**src/sv/btlv_pkg.sv**
```systemverilog
// Shared types and constants for the BER-TLV stream parser.
// No dependencies; the cell, parse, emit, top-level and bench files import this package.
`default_nettype none

package btlv_pkg;

	localparam int unsigned MAX_DEPTH_DEF = 8;
	localparam int unsigned TAG_W         = 24;
	localparam int unsigned LEN_W         = 16;
	localparam int unsigned NEST_W        = 4;

	// results per byte are capped at this count
	localparam logic [3:0] MAX_RESULTS = 4'd9;
	// low five bits of a first tag byte that announce a longer tag
	localparam logic [4:0] TAG_EXT     = 5'h1f;

	typedef enum logic [1:0] {
		KIND_HDR = 2'd0,
		KIND_VAL = 2'd1,
		KIND_END = 2'd2,
		KIND_OVR = 2'd3
	} kind_t;

	// carried upward through the row of stack cells
	typedef struct packed {
		logic found;   // some cell at or below here reached zero
		logic dirty;   // an open cell above the first zero is still nonzero
	} link_t;

	typedef struct packed {
		logic open;
		logic first;   // this cell is the outermost one at zero
	} cell_stat_t;

	typedef struct packed {
		logic               valid;
		kind_t              kind;
		logic [TAG_W-1:0]   tag_value;
		logic [1:0]         tag_class;
		logic               is_constructed;
		logic [LEN_W-1:0]   value_length;
		logic [7:0]         value_byte;
	} prim_t;

	typedef struct packed {
		prim_t prim;
		logic  push;     // a template opens; its length is prim.value_length
		logic  at_tag;   // parser expects a tag after this byte
	} parse_out_t;

	typedef struct packed {
		kind_t              kind;
		logic [TAG_W-1:0]   tag_value;
		logic [1:0]         tag_class;
		logic               is_constructed;
		logic [LEN_W-1:0]   value_length;
		logic [7:0]         value_byte;
		logic [NEST_W-1:0]  nest_level;
		logic               last_result;
	} res_t;

endpackage

`default_nettype wire

```
**src/sv/btlv_in_if.sv**
```systemverilog
// Byte input channel of the BER-TLV parser.
// Depends on nothing.
`default_nettype none

interface btlv_in_if;
	logic       valid;
	logic       ready;
	logic [7:0] data_byte;

	modport source (output valid, output data_byte, input ready);
	modport sink   (input valid, input data_byte, output ready);
endinterface

`default_nettype wire

```
**src/sv/btlv_out_if.sv**
```systemverilog
// Result channel of the BER-TLV parser.
// Field widths come from btlv_pkg.
`default_nettype none

interface btlv_out_if;
	logic                         valid;
	logic                         ready;
	logic [1:0]                   kind;
	logic [btlv_pkg::TAG_W-1:0]   tag_value;
	logic [1:0]                   tag_class;
	logic                         is_constructed;
	logic [btlv_pkg::LEN_W-1:0]   value_length;
	logic [7:0]                   value_byte;
	logic [btlv_pkg::NEST_W-1:0]  nest_level;
	logic                         last_result;

	modport source (output valid, output kind, output tag_value, output tag_class,
		output is_constructed, output value_length, output value_byte,
		output nest_level, output last_result, input ready);
	modport sink (input valid, input kind, input tag_value, input tag_class,
		input is_constructed, input value_length, input value_byte,
		input nest_level, input last_result, output ready);
endinterface

`default_nettype wire

```
**src/sv/btlv_cfg_if.sv**
```systemverilog
// Configuration write channel of the BER-TLV parser (skip_padding register).
// Depends on nothing.
`default_nettype none

interface btlv_cfg_if;
	logic valid;
	logic ready;
	logic skip_padding;

	modport source (output valid, output skip_padding, input ready);
	modport sink   (input valid, input skip_padding, output ready);
endinterface

`default_nettype wire

```
**src/sv/btlv_cell.sv**
```systemverilog
// One level of the template stack: an open flag and a length down-counter.
// Depends on btlv_pkg; instantiated in a row by ber_tlv_stream_parser.
`default_nettype none

module btlv_cell (
	input  wire logic                       clk,
	input  wire logic                       arst_n,
	input  wire logic                       step,
	input  wire logic                       push_here,
	input  wire logic [btlv_pkg::LEN_W-1:0] push_len,
	input  wire btlv_pkg::link_t            lin,
	output btlv_pkg::link_t                 lout,
	output btlv_pkg::cell_stat_t            stat
);
	import btlv_pkg::*;

	logic             open_q;
	logic [LEN_W-1:0] cnt_q;
	logic             open_n;
	logic [LEN_W-1:0] cnt_n;
	logic             zero;

	always_comb begin
		open_n = open_q | push_here;
		// a level opened by this byte starts at its full length
		if (push_here) begin
			cnt_n = push_len;
		end else if (cnt_q != '0) begin
			cnt_n = cnt_q - LEN_W'(1);
		end else begin
			cnt_n = cnt_q;
		end
		zero       = open_n && (cnt_n == '0);
		lout.found = lin.found | zero;
		lout.dirty = lin.dirty | (lin.found & open_n & ~zero);
		stat.open  = open_q;
		stat.first = zero & ~lin.found;
	end

	always_ff @(posedge clk or negedge arst_n) begin
		if (!arst_n) begin
			open_q <= 1'b0;
		end else if (step) begin
			// everything from the outermost zero level inward pops
			open_q <= open_n & ~lout.found;
		end
	end

	always_ff @(posedge clk) begin
		if (step) begin
			cnt_q <= cnt_n;
		end
	end

endmodule

`default_nettype wire

```
**src/sv/btlv_parse.sv**
```systemverilog
// Tag/length/value byte parser: phase sequencer and header accumulators.
// Depends on btlv_pkg; instantiated by ber_tlv_stream_parser.
`default_nettype none

module btlv_parse (
	input  wire logic            clk,
	input  wire logic            arst_n,
	input  wire logic            step,
	input  wire logic            abort,
	input  wire logic            skip_padding,
	input  wire logic            open_full,
	input  wire logic [7:0]      data_byte,
	output btlv_pkg::parse_out_t po
);
	import btlv_pkg::*;

	typedef enum logic [4:0] {
		PH_TAG      = 5'b00001,
		PH_TAG_MORE = 5'b00010,
		PH_LEN      = 5'b00100,
		PH_LEN_MORE = 5'b01000,
		PH_VALUE    = 5'b10000
	} phase_t;

	phase_t           phase_q, phase_n;
	logic [TAG_W-1:0] tag_q, tag_n;
	logic [1:0]       tcnt_q, tcnt_n;
	logic [LEN_W-1:0] len_q, len_n;
	logic [1:0]       lbl_q, lbl_n;
	logic [LEN_W-1:0] vbl_q, vbl_n;
	logic             fin;
	logic [7:0]       first_byte;

	always_comb begin
		case (tcnt_q)
			2'd2: first_byte = tag_q[15:8];
			2'd3: first_byte = tag_q[23:16];
			default: first_byte = tag_q[7:0];
		endcase
	end

	always_comb begin
		phase_n = phase_q;
		tag_n   = tag_q;
		tcnt_n  = tcnt_q;
		len_n   = len_q;
		lbl_n   = lbl_q;
		vbl_n   = vbl_q;
		fin     = 1'b0;
		po      = '0;

		case (phase_q)
			PH_TAG: begin
				if (!(data_byte == 8'h00 && skip_padding)) begin
					tag_n   = {16'h0000, data_byte};
					tcnt_n  = 2'd1;
					len_n   = '0;
					phase_n = (data_byte[4:0] == TAG_EXT) ? PH_TAG_MORE : PH_LEN;
				end
			end
			PH_TAG_MORE: begin
				tag_n   = {tag_q[15:0], data_byte};
				tcnt_n  = tcnt_q + 2'd1;
				phase_n = (tcnt_n == 2'd2 && data_byte[7]) ? PH_TAG_MORE : PH_LEN;
			end
			PH_LEN: begin
				if (data_byte[7] && data_byte[1:0] != 2'b00) begin
					lbl_n   = data_byte[0] ? 2'd1 : 2'd2;
					len_n   = '0;
					phase_n = PH_LEN_MORE;
				end else begin
					len_n = {8'h00, data_byte};
					fin   = 1'b1;
				end
			end
			PH_LEN_MORE: begin
				len_n = {len_q[7:0], data_byte};
				if (lbl_q != 2'd0) begin
					lbl_n = lbl_q - 2'd1;
				end
				fin = (lbl_n == 2'd0);
			end
			PH_VALUE: begin
				po.prim.valid      = 1'b1;
				po.prim.kind       = KIND_VAL;
				po.prim.value_byte = data_byte;
				if (vbl_q != '0) begin
					vbl_n = vbl_q - LEN_W'(1);
				end
				if (vbl_n == '0) begin
					phase_n = PH_TAG;
				end
			end
			default: begin
				phase_n = PH_TAG;
			end
		endcase

		if (fin) begin
			po.prim.valid          = 1'b1;
			po.prim.tag_value      = tag_q;
			po.prim.tag_class      = first_byte[7:6];
			po.prim.is_constructed = first_byte[5];
			po.prim.value_length   = len_n;
			if (first_byte[5] && !open_full) begin
				po.prim.kind = KIND_HDR;
				po.push      = 1'b1;
				phase_n      = PH_TAG;
			end else begin
				// constructed with the stack full: flagged, body read as value bytes
				po.prim.kind = first_byte[5] ? KIND_OVR : KIND_HDR;
				vbl_n        = len_n;
				phase_n      = (len_n != '0) ? PH_VALUE : PH_TAG;
			end
		end

		po.at_tag = (phase_n == PH_TAG);
	end

	always_ff @(posedge clk or negedge arst_n) begin
		if (!arst_n) begin
			phase_q <= PH_TAG;
			tag_q   <= '0;
			tcnt_q  <= '0;
			len_q   <= '0;
			lbl_q   <= '0;
			vbl_q   <= '0;
		end else if (step) begin
			if (abort) begin
				phase_q <= PH_TAG;
				tag_q   <= '0;
				tcnt_q  <= '0;
				len_q   <= '0;
				lbl_q   <= '0;
				vbl_q   <= '0;
			end else begin
				phase_q <= phase_n;
				tag_q   <= tag_n;
				tcnt_q  <= tcnt_n;
				len_q   <= len_n;
				lbl_q   <= lbl_n;
				vbl_q   <= vbl_n;
			end
		end
	end

endmodule

`default_nettype wire

```
**src/sv/btlv_emit.sv**
```systemverilog
// Result sequencer: holds one byte's results and plays them out one per beat
// through the output register. Depends on btlv_pkg.
`default_nettype none

module btlv_emit #(
	parameter int unsigned MAX_DEPTH = btlv_pkg::MAX_DEPTH_DEF
) (
	input  wire logic                               clk,
	input  wire logic                               arst_n,
	input  wire logic                               load,
	input  wire btlv_pkg::prim_t                    prim,
	input  wire logic [$clog2(MAX_DEPTH+1)-1:0]     prim_lvl,
	input  wire btlv_pkg::kind_t                    tail_kind,
	input  wire logic [3:0]                         tail_cnt,
	input  wire logic [$clog2(MAX_DEPTH+1)-1:0]     tail_lvl,
	input  wire logic                               out_ready,
	output logic                                    out_valid,
	output btlv_pkg::res_t                          res,
	output logic                                    can_take
);
	import btlv_pkg::*;

	localparam int unsigned LW = $clog2(MAX_DEPTH + 1);

	logic          pvalid_q;
	prim_t         prim_q;
	logic [LW-1:0] prim_lvl_q;
	kind_t         tail_kind_q;
	logic [3:0]    tail_cnt_q;
	logic [LW-1:0] tail_lvl_q;
	logic          out_valid_q;
	res_t          res_q;
	res_t          nxt;
	logic          free;
	logic          have;
	logic          one_left;

	assign free     = !out_valid_q || out_ready;
	assign have     = pvalid_q || (tail_cnt_q != 4'd0);
	assign one_left = pvalid_q ? (tail_cnt_q == 4'd0) : (tail_cnt_q == 4'd1);
	// a new byte may come in on the beat that drains the last held result
	assign can_take = !have || (one_left && free);

	always_comb begin
		nxt = '0;
		if (pvalid_q) begin
			nxt.kind           = prim_q.kind;
			nxt.tag_value      = prim_q.tag_value;
			nxt.tag_class      = prim_q.tag_class;
			nxt.is_constructed = prim_q.is_constructed;
			nxt.value_length   = prim_q.value_length;
			nxt.value_byte     = prim_q.value_byte;
			nxt.nest_level     = NEST_W'(prim_lvl_q);
			nxt.last_result    = (tail_cnt_q == 4'd0);
		end else begin
			nxt.kind        = tail_kind_q;
			nxt.nest_level  = NEST_W'(tail_lvl_q);
			nxt.last_result = (tail_cnt_q == 4'd1);
		end
	end

	always_ff @(posedge clk or negedge arst_n) begin
		if (!arst_n) begin
			out_valid_q <= 1'b0;
			pvalid_q    <= 1'b0;
			tail_cnt_q  <= 4'd0;
		end else begin
			if (free) begin
				out_valid_q <= have;
			end
			if (load) begin
				pvalid_q   <= prim.valid;
				tail_cnt_q <= tail_cnt;
			end else if (free && have) begin
				if (pvalid_q) begin
					pvalid_q <= 1'b0;
				end else begin
					tail_cnt_q <= tail_cnt_q - 4'd1;
				end
			end
		end
	end

	always_ff @(posedge clk) begin
		if (free && have) begin
			res_q <= nxt;
		end
		if (load) begin
			prim_q      <= prim;
			prim_lvl_q  <= prim_lvl;
			tail_kind_q <= tail_kind;
			tail_lvl_q  <= tail_lvl;
		end else if (free && have && !pvalid_q) begin
			// template ends walk outward one level per beat
			tail_lvl_q <= tail_lvl_q - LW'(1);
		end
	end

	assign out_valid = out_valid_q;
	assign res       = res_q;

endmodule

`default_nettype wire

```
**src/sv/ber_tlv_stream_parser.sv**
```systemverilog
// BER-TLV stream parser, top level. A byte's results are held in the emit sequencer
// and registered into the single output register, which plays them out one per
// beat. A byte with more than one result holds the input until only its last
// result is left to go; a stalled output also holds the input.
// Reset (arst_n low) empties the template stack, returns the parser to a tag
// boundary and sets skip_padding to 1. Depends on btlv_pkg, cells, parse, emit.
`default_nettype none

module ber_tlv_stream_parser #(
	parameter int unsigned MAX_DEPTH = btlv_pkg::MAX_DEPTH_DEF
) (
	input  wire logic  clk,
	input  wire logic  arst_n,
	btlv_in_if.sink    stream,
	btlv_out_if.source result,
	btlv_cfg_if.sink   cfg
);
	import btlv_pkg::*;

	localparam int unsigned LW = $clog2(MAX_DEPTH + 1);
	localparam int unsigned EW = (LW > 4) ? LW : 4;

	logic           skip_q;
	logic [LW-1:0]  open_q;
	logic           step;
	logic           can_take;
	logic           open_full;
	parse_out_t     po;
	link_t          links [MAX_DEPTH+1];
	cell_stat_t     stat  [MAX_DEPTH];
	logic [MAX_DEPTH-1:0] open_vec;
	logic [LW-1:0]  z;
	logic [LW-1:0]  open_n;
	logic [LW-1:0]  ends;
	logic [3:0]     cap;
	logic           found;
	logic           clean;
	logic           ovr;
	kind_t          tail_kind;
	logic [3:0]     tail_cnt;
	logic [LW-1:0]  tail_lvl;
	logic           out_valid;
	res_t           res;

	assign cfg.ready    = 1'b1;
	assign stream.ready = can_take;
	assign step         = stream.valid && can_take;
	assign open_full    = (open_q == LW'(MAX_DEPTH));

	always_ff @(posedge clk or negedge arst_n) begin
		if (!arst_n) begin
			skip_q <= 1'b1;
		end else if (cfg.valid) begin
			skip_q <= cfg.skip_padding;
		end
	end

	btlv_parse u_parse (
		.clk          (clk),
		.arst_n       (arst_n),
		.step         (step),
		.abort        (ovr),
		.skip_padding (skip_q),
		.open_full    (open_full),
		.data_byte    (stream.data_byte),
		.po           (po)
	);

	assign links[0] = '0;

	for (genvar g = 0; g < MAX_DEPTH; g++) begin : g_cell
		btlv_cell u_cell (
			.clk       (clk),
			.arst_n    (arst_n),
			.step      (step),
			.push_here (po.push && (open_q == LW'(g))),
			.push_len  (po.prim.value_length),
			.lin       (links[g]),
			.lout      (links[g+1]),
			.stat      (stat[g])
		);
		assign open_vec[g] = stat[g].open;
	end

	always_comb begin
		z = '0;
		for (int i = 0; i < MAX_DEPTH; i++) begin
			if (stat[i].first) begin
				z = z | LW'(i);
			end
		end
	end

	assign found  = links[MAX_DEPTH].found;
	assign clean  = !links[MAX_DEPTH].dirty && po.at_tag;
	// a template ran out inside an unfinished element
	assign ovr    = found && !clean;
	assign open_n = open_q + LW'(po.push);
	assign ends   = open_n - z;
	assign cap    = MAX_RESULTS - {3'b000, po.prim.valid};

	always_comb begin
		tail_kind = KIND_END;
		tail_cnt  = 4'd0;
		tail_lvl  = open_n - LW'(1);
		if (ovr) begin
			tail_kind = KIND_OVR;
			tail_cnt  = 4'd1;
			tail_lvl  = z;
		end else if (found) begin
			tail_cnt = (EW'(ends) > EW'(cap)) ? cap : 4'(ends);
		end
	end

	always_ff @(posedge clk or negedge arst_n) begin
		if (!arst_n) begin
			open_q <= '0;
		end else if (step) begin
			open_q <= found ? z : open_n;
		end
	end

	btlv_emit #(
		.MAX_DEPTH (MAX_DEPTH)
	) u_emit (
		.clk       (clk),
		.arst_n    (arst_n),
		.load      (step),
		.prim      (po.prim),
		.prim_lvl  (open_q),
		.tail_kind (tail_kind),
		.tail_cnt  (tail_cnt),
		.tail_lvl  (tail_lvl),
		.out_ready (result.ready),
		.out_valid (out_valid),
		.res       (res),
		.can_take  (can_take)
	);

	assign result.valid          = out_valid;
	assign result.kind           = res.kind;
	assign result.tag_value      = res.tag_value;
	assign result.tag_class      = res.tag_class;
	assign result.is_constructed = res.is_constructed;
	assign result.value_length   = res.value_length;
	assign result.value_byte     = res.value_byte;
	assign result.nest_level     = res.nest_level;
	assign result.last_result    = res.last_result;

`ifndef SYNTH
	a_depth_bound: assert property (@(posedge clk) disable iff (!arst_n)
		open_q <= LW'(MAX_DEPTH))
		else $error("open level count beyond stack depth");

	a_cells_match: assert property (@(posedge clk) disable iff (!arst_n)
		$countones(open_vec) == int'(open_q))
		else $error("stack cell open flags disagree with level count");

	a_push_room: assert property (@(posedge clk) disable iff (!arst_n)
		step && po.push |-> !open_full)
		else $error("template pushed onto a full stack");

	a_burst_cont: assert property (@(posedge clk) disable iff (!arst_n)
		result.valid && result.ready && !result.last_result |=> result.valid)
		else $error("gap inside the results of one byte");
`endif

endmodule

`default_nettype wire

```
**src/flat_wrapper.sv**
```systemverilog
// flat-port wrapper written by rule: the top's interface ports become plain ports
module ber_tlv_stream_parser_flat import btlv_pkg::*;
#(
	parameter int unsigned MAX_DEPTH = btlv_pkg::MAX_DEPTH_DEF
)
  (clk, arst_n, stream_valid, stream_data_byte, stream_ready, result_valid, result_kind, result_tag_value, result_tag_class, result_is_constructed, result_value_length, result_value_byte, result_nest_level, result_last_result, result_ready, cfg_valid, cfg_skip_padding, cfg_ready);
  btlv_in_if stream_i ();
  btlv_out_if result_i ();
  btlv_cfg_if cfg_i ();
  input  wire logic clk;
  input  wire logic arst_n;
  input wire logic [$bits(stream_i.valid)-1:0] stream_valid;
  input wire logic [$bits(stream_i.data_byte)-1:0] stream_data_byte;
  output wire logic [$bits(stream_i.ready)-1:0] stream_ready;
  output wire logic [$bits(result_i.valid)-1:0] result_valid;
  output wire logic [$bits(result_i.kind)-1:0] result_kind;
  output wire logic [$bits(result_i.tag_value)-1:0] result_tag_value;
  output wire logic [$bits(result_i.tag_class)-1:0] result_tag_class;
  output wire logic [$bits(result_i.is_constructed)-1:0] result_is_constructed;
  output wire logic [$bits(result_i.value_length)-1:0] result_value_length;
  output wire logic [$bits(result_i.value_byte)-1:0] result_value_byte;
  output wire logic [$bits(result_i.nest_level)-1:0] result_nest_level;
  output wire logic [$bits(result_i.last_result)-1:0] result_last_result;
  input wire logic [$bits(result_i.ready)-1:0] result_ready;
  input wire logic [$bits(cfg_i.valid)-1:0] cfg_valid;
  input wire logic [$bits(cfg_i.skip_padding)-1:0] cfg_skip_padding;
  output wire logic [$bits(cfg_i.ready)-1:0] cfg_ready;
  assign stream_i.valid = stream_valid;
  assign stream_i.data_byte = stream_data_byte;
  assign stream_ready = stream_i.ready;
  assign result_valid = result_i.valid;
  assign result_kind = result_i.kind;
  assign result_tag_value = result_i.tag_value;
  assign result_tag_class = result_i.tag_class;
  assign result_is_constructed = result_i.is_constructed;
  assign result_value_length = result_i.value_length;
  assign result_value_byte = result_i.value_byte;
  assign result_nest_level = result_i.nest_level;
  assign result_last_result = result_i.last_result;
  assign result_i.ready = result_ready;
  assign cfg_i.valid = cfg_valid;
  assign cfg_i.skip_padding = cfg_skip_padding;
  assign cfg_ready = cfg_i.ready;
  ber_tlv_stream_parser #(.MAX_DEPTH(MAX_DEPTH)) u_core (.clk(clk), .arst_n(arst_n), .stream(stream_i), .result(result_i), .cfg(cfg_i));
endmodule
```
**config.mk**
```make
export PLATFORM = sky130hd
export DESIGN_NAME = ber_tlv_stream_parser_flat
export DESIGN_NICKNAME = d
export VERILOG_FILES = /design/src/sv/btlv_pkg.sv /design/src/sv/btlv_in_if.sv /design/src/sv/btlv_out_if.sv /design/src/sv/btlv_cfg_if.sv /design/src/sv/btlv_cell.sv /design/src/sv/btlv_parse.sv /design/src/sv/btlv_emit.sv /design/src/sv/ber_tlv_stream_parser.sv /design/src/flat_wrapper.sv
export SDC_FILE = /design/constraint.sdc
export NUM_CORES = 1
export LEC_CHECK = 0
export ABC_AREA = 1
export ABC_CLOCK_PERIOD_IN_PS = 7900
export BUFFER_PORTS_ARGS = -buffer_cell sky130_fd_sc_hd__buf_4
export CORE_MARGIN = 2
export CORE_UTILIZATION = 55
export CTS_CLUSTER_DIAMETER = 60
export DETAILED_ROUTE_END_ITERATION = 12
export PLACE_DENSITY = 0.78
export SYNTH_ARGS = -nofsm -noshare
export SYNTH_HDL_FRONTEND = slang
export SYNTH_SLANG_ARGS = --single-unit
```
**constraint.sdc**
```tcl
create_clock -name clk -period 7.9 [get_ports clk]
set_clock_uncertainty 0.15 [all_clocks]
set_input_delay 0.79 -clock clk [delete_from_list [all_inputs] [get_ports clk]]
set_output_delay 0.79 -clock clk [all_outputs]
set_load 0.01 [all_outputs]
```
==> results.ini <==
[placed_design]
gp_congestion = 0.948
dp_hpwl_um = 39200
dpl-instance-area_um2 = 21300
port-buffer-count = 73
place_worst_setup_slack_ns = 1.93

[clock_network]
cts_resized = 0
htree_num_levels = 2
root_buffer = clkbuf_16
path_clk_slew_ns = 0.06
cts_setup_buffers = 0
cts_buffers = 40
cts_tree = yes
clock_sinks = 332
clkLatencyLatePin_ns = 0.59
clockBufferDepth = 3
cts_hold_buf = 0

[final_layout]
drive_above_1_share_pct = 8.30
syn2layout_area_growth_pct = 10.6
mostFrequentLayoutCell = nand2_1
final_cell_mix = 704 x nand2_1, 418 x nor2_1, 369 x inv_1
n_fill_cell = 3213
nets = 2776
final_cell_area_um2 = 22600
antenna_cells = 0

[drt]
viasPerCell = 5.56
ant_nets = 0
first_iter_violations = 1893
wire_per_inst_um = 16.9
drc = 0
wirelength_um = 54700
via_count = 18000
first_pass_iters = 8

[timing]
period_minus_slack_ns = 5.52
slew_viol_final = 0
hold_viol_final = 0
worst_slack_ns = 2.38
slew-limit-headroom_pct = 27.4
rsz0062_at_grt = false
worstMarginPinSlew_ns = 1.09
fmax_mhz = 181
fin_crit_sh_pct = 69.9
final-setup-viol-count = 0
tns_ns = 0

[yosys]
yosysTopAreaCellShare_pct = 36.5
syn_avg_cell_area_um2 = 7.61
synthesis.instances = 2686
synth-edff-count = 248
synth.distinct_cells = 51
yosysTopAreaCell = edfxtp_1
yosysSeqAreaShare_pct = 46.8
syn_area_um2 = 20400
yosys.area_share.simple_pct = 32.2
syn_nets = 2723
synth-compound-area-share_pct = 6.20
synth_top_family_by_area = simple AND/OR/NAND/NOR gates
synth-adder-area-share_pct = 1.45
muxShareOfSynthArea_pct = 0.0551
synth_area_leaders = edfxtp_1 36%, nand2_1 13%, dfrtp_1 10%
synthArstFlopShare_pct = 25.3
yosysWarnings = 0
synth-xor-area-share_pct = 4.29
synth_seq_cells = 332
ys.flop_type = edfxtp_1

[min_path]
hp-class = in2async

[setup_path]
start_kind = flip-flop
crit_type = reg2reg
crit_path_start = u_core.u_parse.phase_q[0]$_DFFE_PN1P_
r2r_start = u_core.u_parse.phase_q[0]$_DFFE_PN1P_
cp_data_required_time_ns = 8.27
cp.arrival_ns = 5.89
crit_path_end_kind = flip-flop
path_max_fanout = 62

[power]
ir_drop_uv = 179
powerDensity_nw_per_um2 = 264
leakagePower_uw = 0.0105

[job]
max_cap_violations = 0

[grt]
overflow = 0
grt_antenna_before_repair = 0
grt_pass1_wl_um = 87400
grt_usage_pct = 28.4
first_global_vias = 17000
grt_start_max_net_pins = 176

[die]
fp.coreArea_um2 = 36600
die_h_um = 197
rows = 70
boundaryPins = 75
dieArea_um2 = 38700
start_util_pct = 55.8
die_w_um = 197

[status]
outcome = completed

==> critical path, stage by stage (launching register included) <==
cell      delay (ns)
dfstp_2         0.60
nor2_4          0.08
nand4_1         0.13
nand2_4         0.40
inv_1           0.92
nor2_1          0.42
o21ai_0         0.40
nand2_1         0.10
nor2_1          0.10
nand3_1         0.08
nor2_1          0.21
inv_2           0.06
nand2_1         0.08
nor2_2          0.06
nand2_1         0.08
o211ai_1        0.10
ha_1            0.23
fa_1            0.51
o21ai_0         0.08
o21ai_0         0.22
nor2_1          0.06
a21oi_1         0.12
nand2_1         0.06
nand3_1         0.08
nand2_1         0.07
nand2_1         0.05
==> area by class of cell <==
type | instances | area [um^2] | share of cell area (%)
clock inverter | 23 | 221 | 0.980
sequential | 332 | 9550 | 42.3
tap | 468 | 586 | 2.59
inverter | 394 | 1490 | 6.59
multi-input combinational | 1891 | 9040 | 40.0
timing repair buffer | 80 | 601 | 2.66
clock buffer | 51 | 1100 | 4.88
==> cells by family after synthesis <==
group,after synthesis
DFF,332
and+or+nand+nor,1530
adders and majority gates,23
AOI/OAI and AO/OA,236
buffers and inverters,463
muxes,1
xor gates and xnor gates,100
other,1
==> metal layers <==
metal,part of all wire (%),global-route usage [%],up-vias
met5,0,0,-
met4,3.3,10.2,0
met3,8.0,4.84,133
met2,46,45.6,747
met1,43,39.2,8328
li1,-,-,8792
==> flip-flops by register name, indices dropped and copies added, names as in the netlist, 5 cells and up <==
register,flops
u_core.u_emit.prim_q,53
u_core.u_parse.tag_q,24
u_core.u_parse.phase_q,5
u_core.g_cell.u_cell.open_q,8
u_core.u_parse.vbl_q,16
u_core.g_cell.u_cell.cnt_q,128
u_core.u_emit.res,58
u_core.u_parse.len_q,16
==> Yosys cell counts (all sizes together) (5+ instances only) <==
master  count
nand2     725
nor4       11
nand3     244
o22ai      21
xnor2      23
o211ai      7
nand4      62
xor2       77
edfxtp    248
a21oi      44
nor2      433
a31oi       5
nor3       32
inv       392
or2        10
dfrtp      82
o21ai     150
buf        35
nand3b      9
ha         22
clkbuf     34
==> path summary, 6_finish.rpt <==
kind                                                              end  slack (ns)  cells after the start
max                           u_core.u_emit.tail_cnt_q[0]$_DFFE_PN0P_        2.38                     25
min                              u_core.u_parse.tag_q[18]$_DFFE_PN0P_        0.03                      1
max reg2reg                   u_core.u_emit.tail_cnt_q[0]$_DFFE_PN0P_        2.38                     25
min reg2reg                       u_core.u_parse.tag_q[1]$_DFFE_PN0P_        0.32                      2
max in group asynchronous  u_core.g_cell[0].u_cell.open_q$_DFFE_PN0P_        6.47                      2
min in group clk                            u_core.skip_q$_DFFE_PN1P_        0.31                      2
==> through the flow <==
stage | total power [uW] | std cells | hold slack, ns | utilization (%)
after floorplan | 3560 | 2686 | 0.292 | -
after global placement | 4070 | 3165 | 0.304 | 58.1
after detailed placement | 4120 | 3165 | 0.308 | 58.1
after CTS | 5960 | 3239 | 0.0285 | 61.7
after global routing | 6270 | 3239 | 0.0468 | 61.7
final | 5970 | 3239 | 0.0343 | 61.7
==> where the power goes <==
group / switching [uW] / total [uW] / internal, uW
clock network: 776 / 1840 / 1070
logic: 1250 / 1750 / 494
registers: 192 / 2380 / 2190
Note: power is estimated with default switching activity, not from simulation.
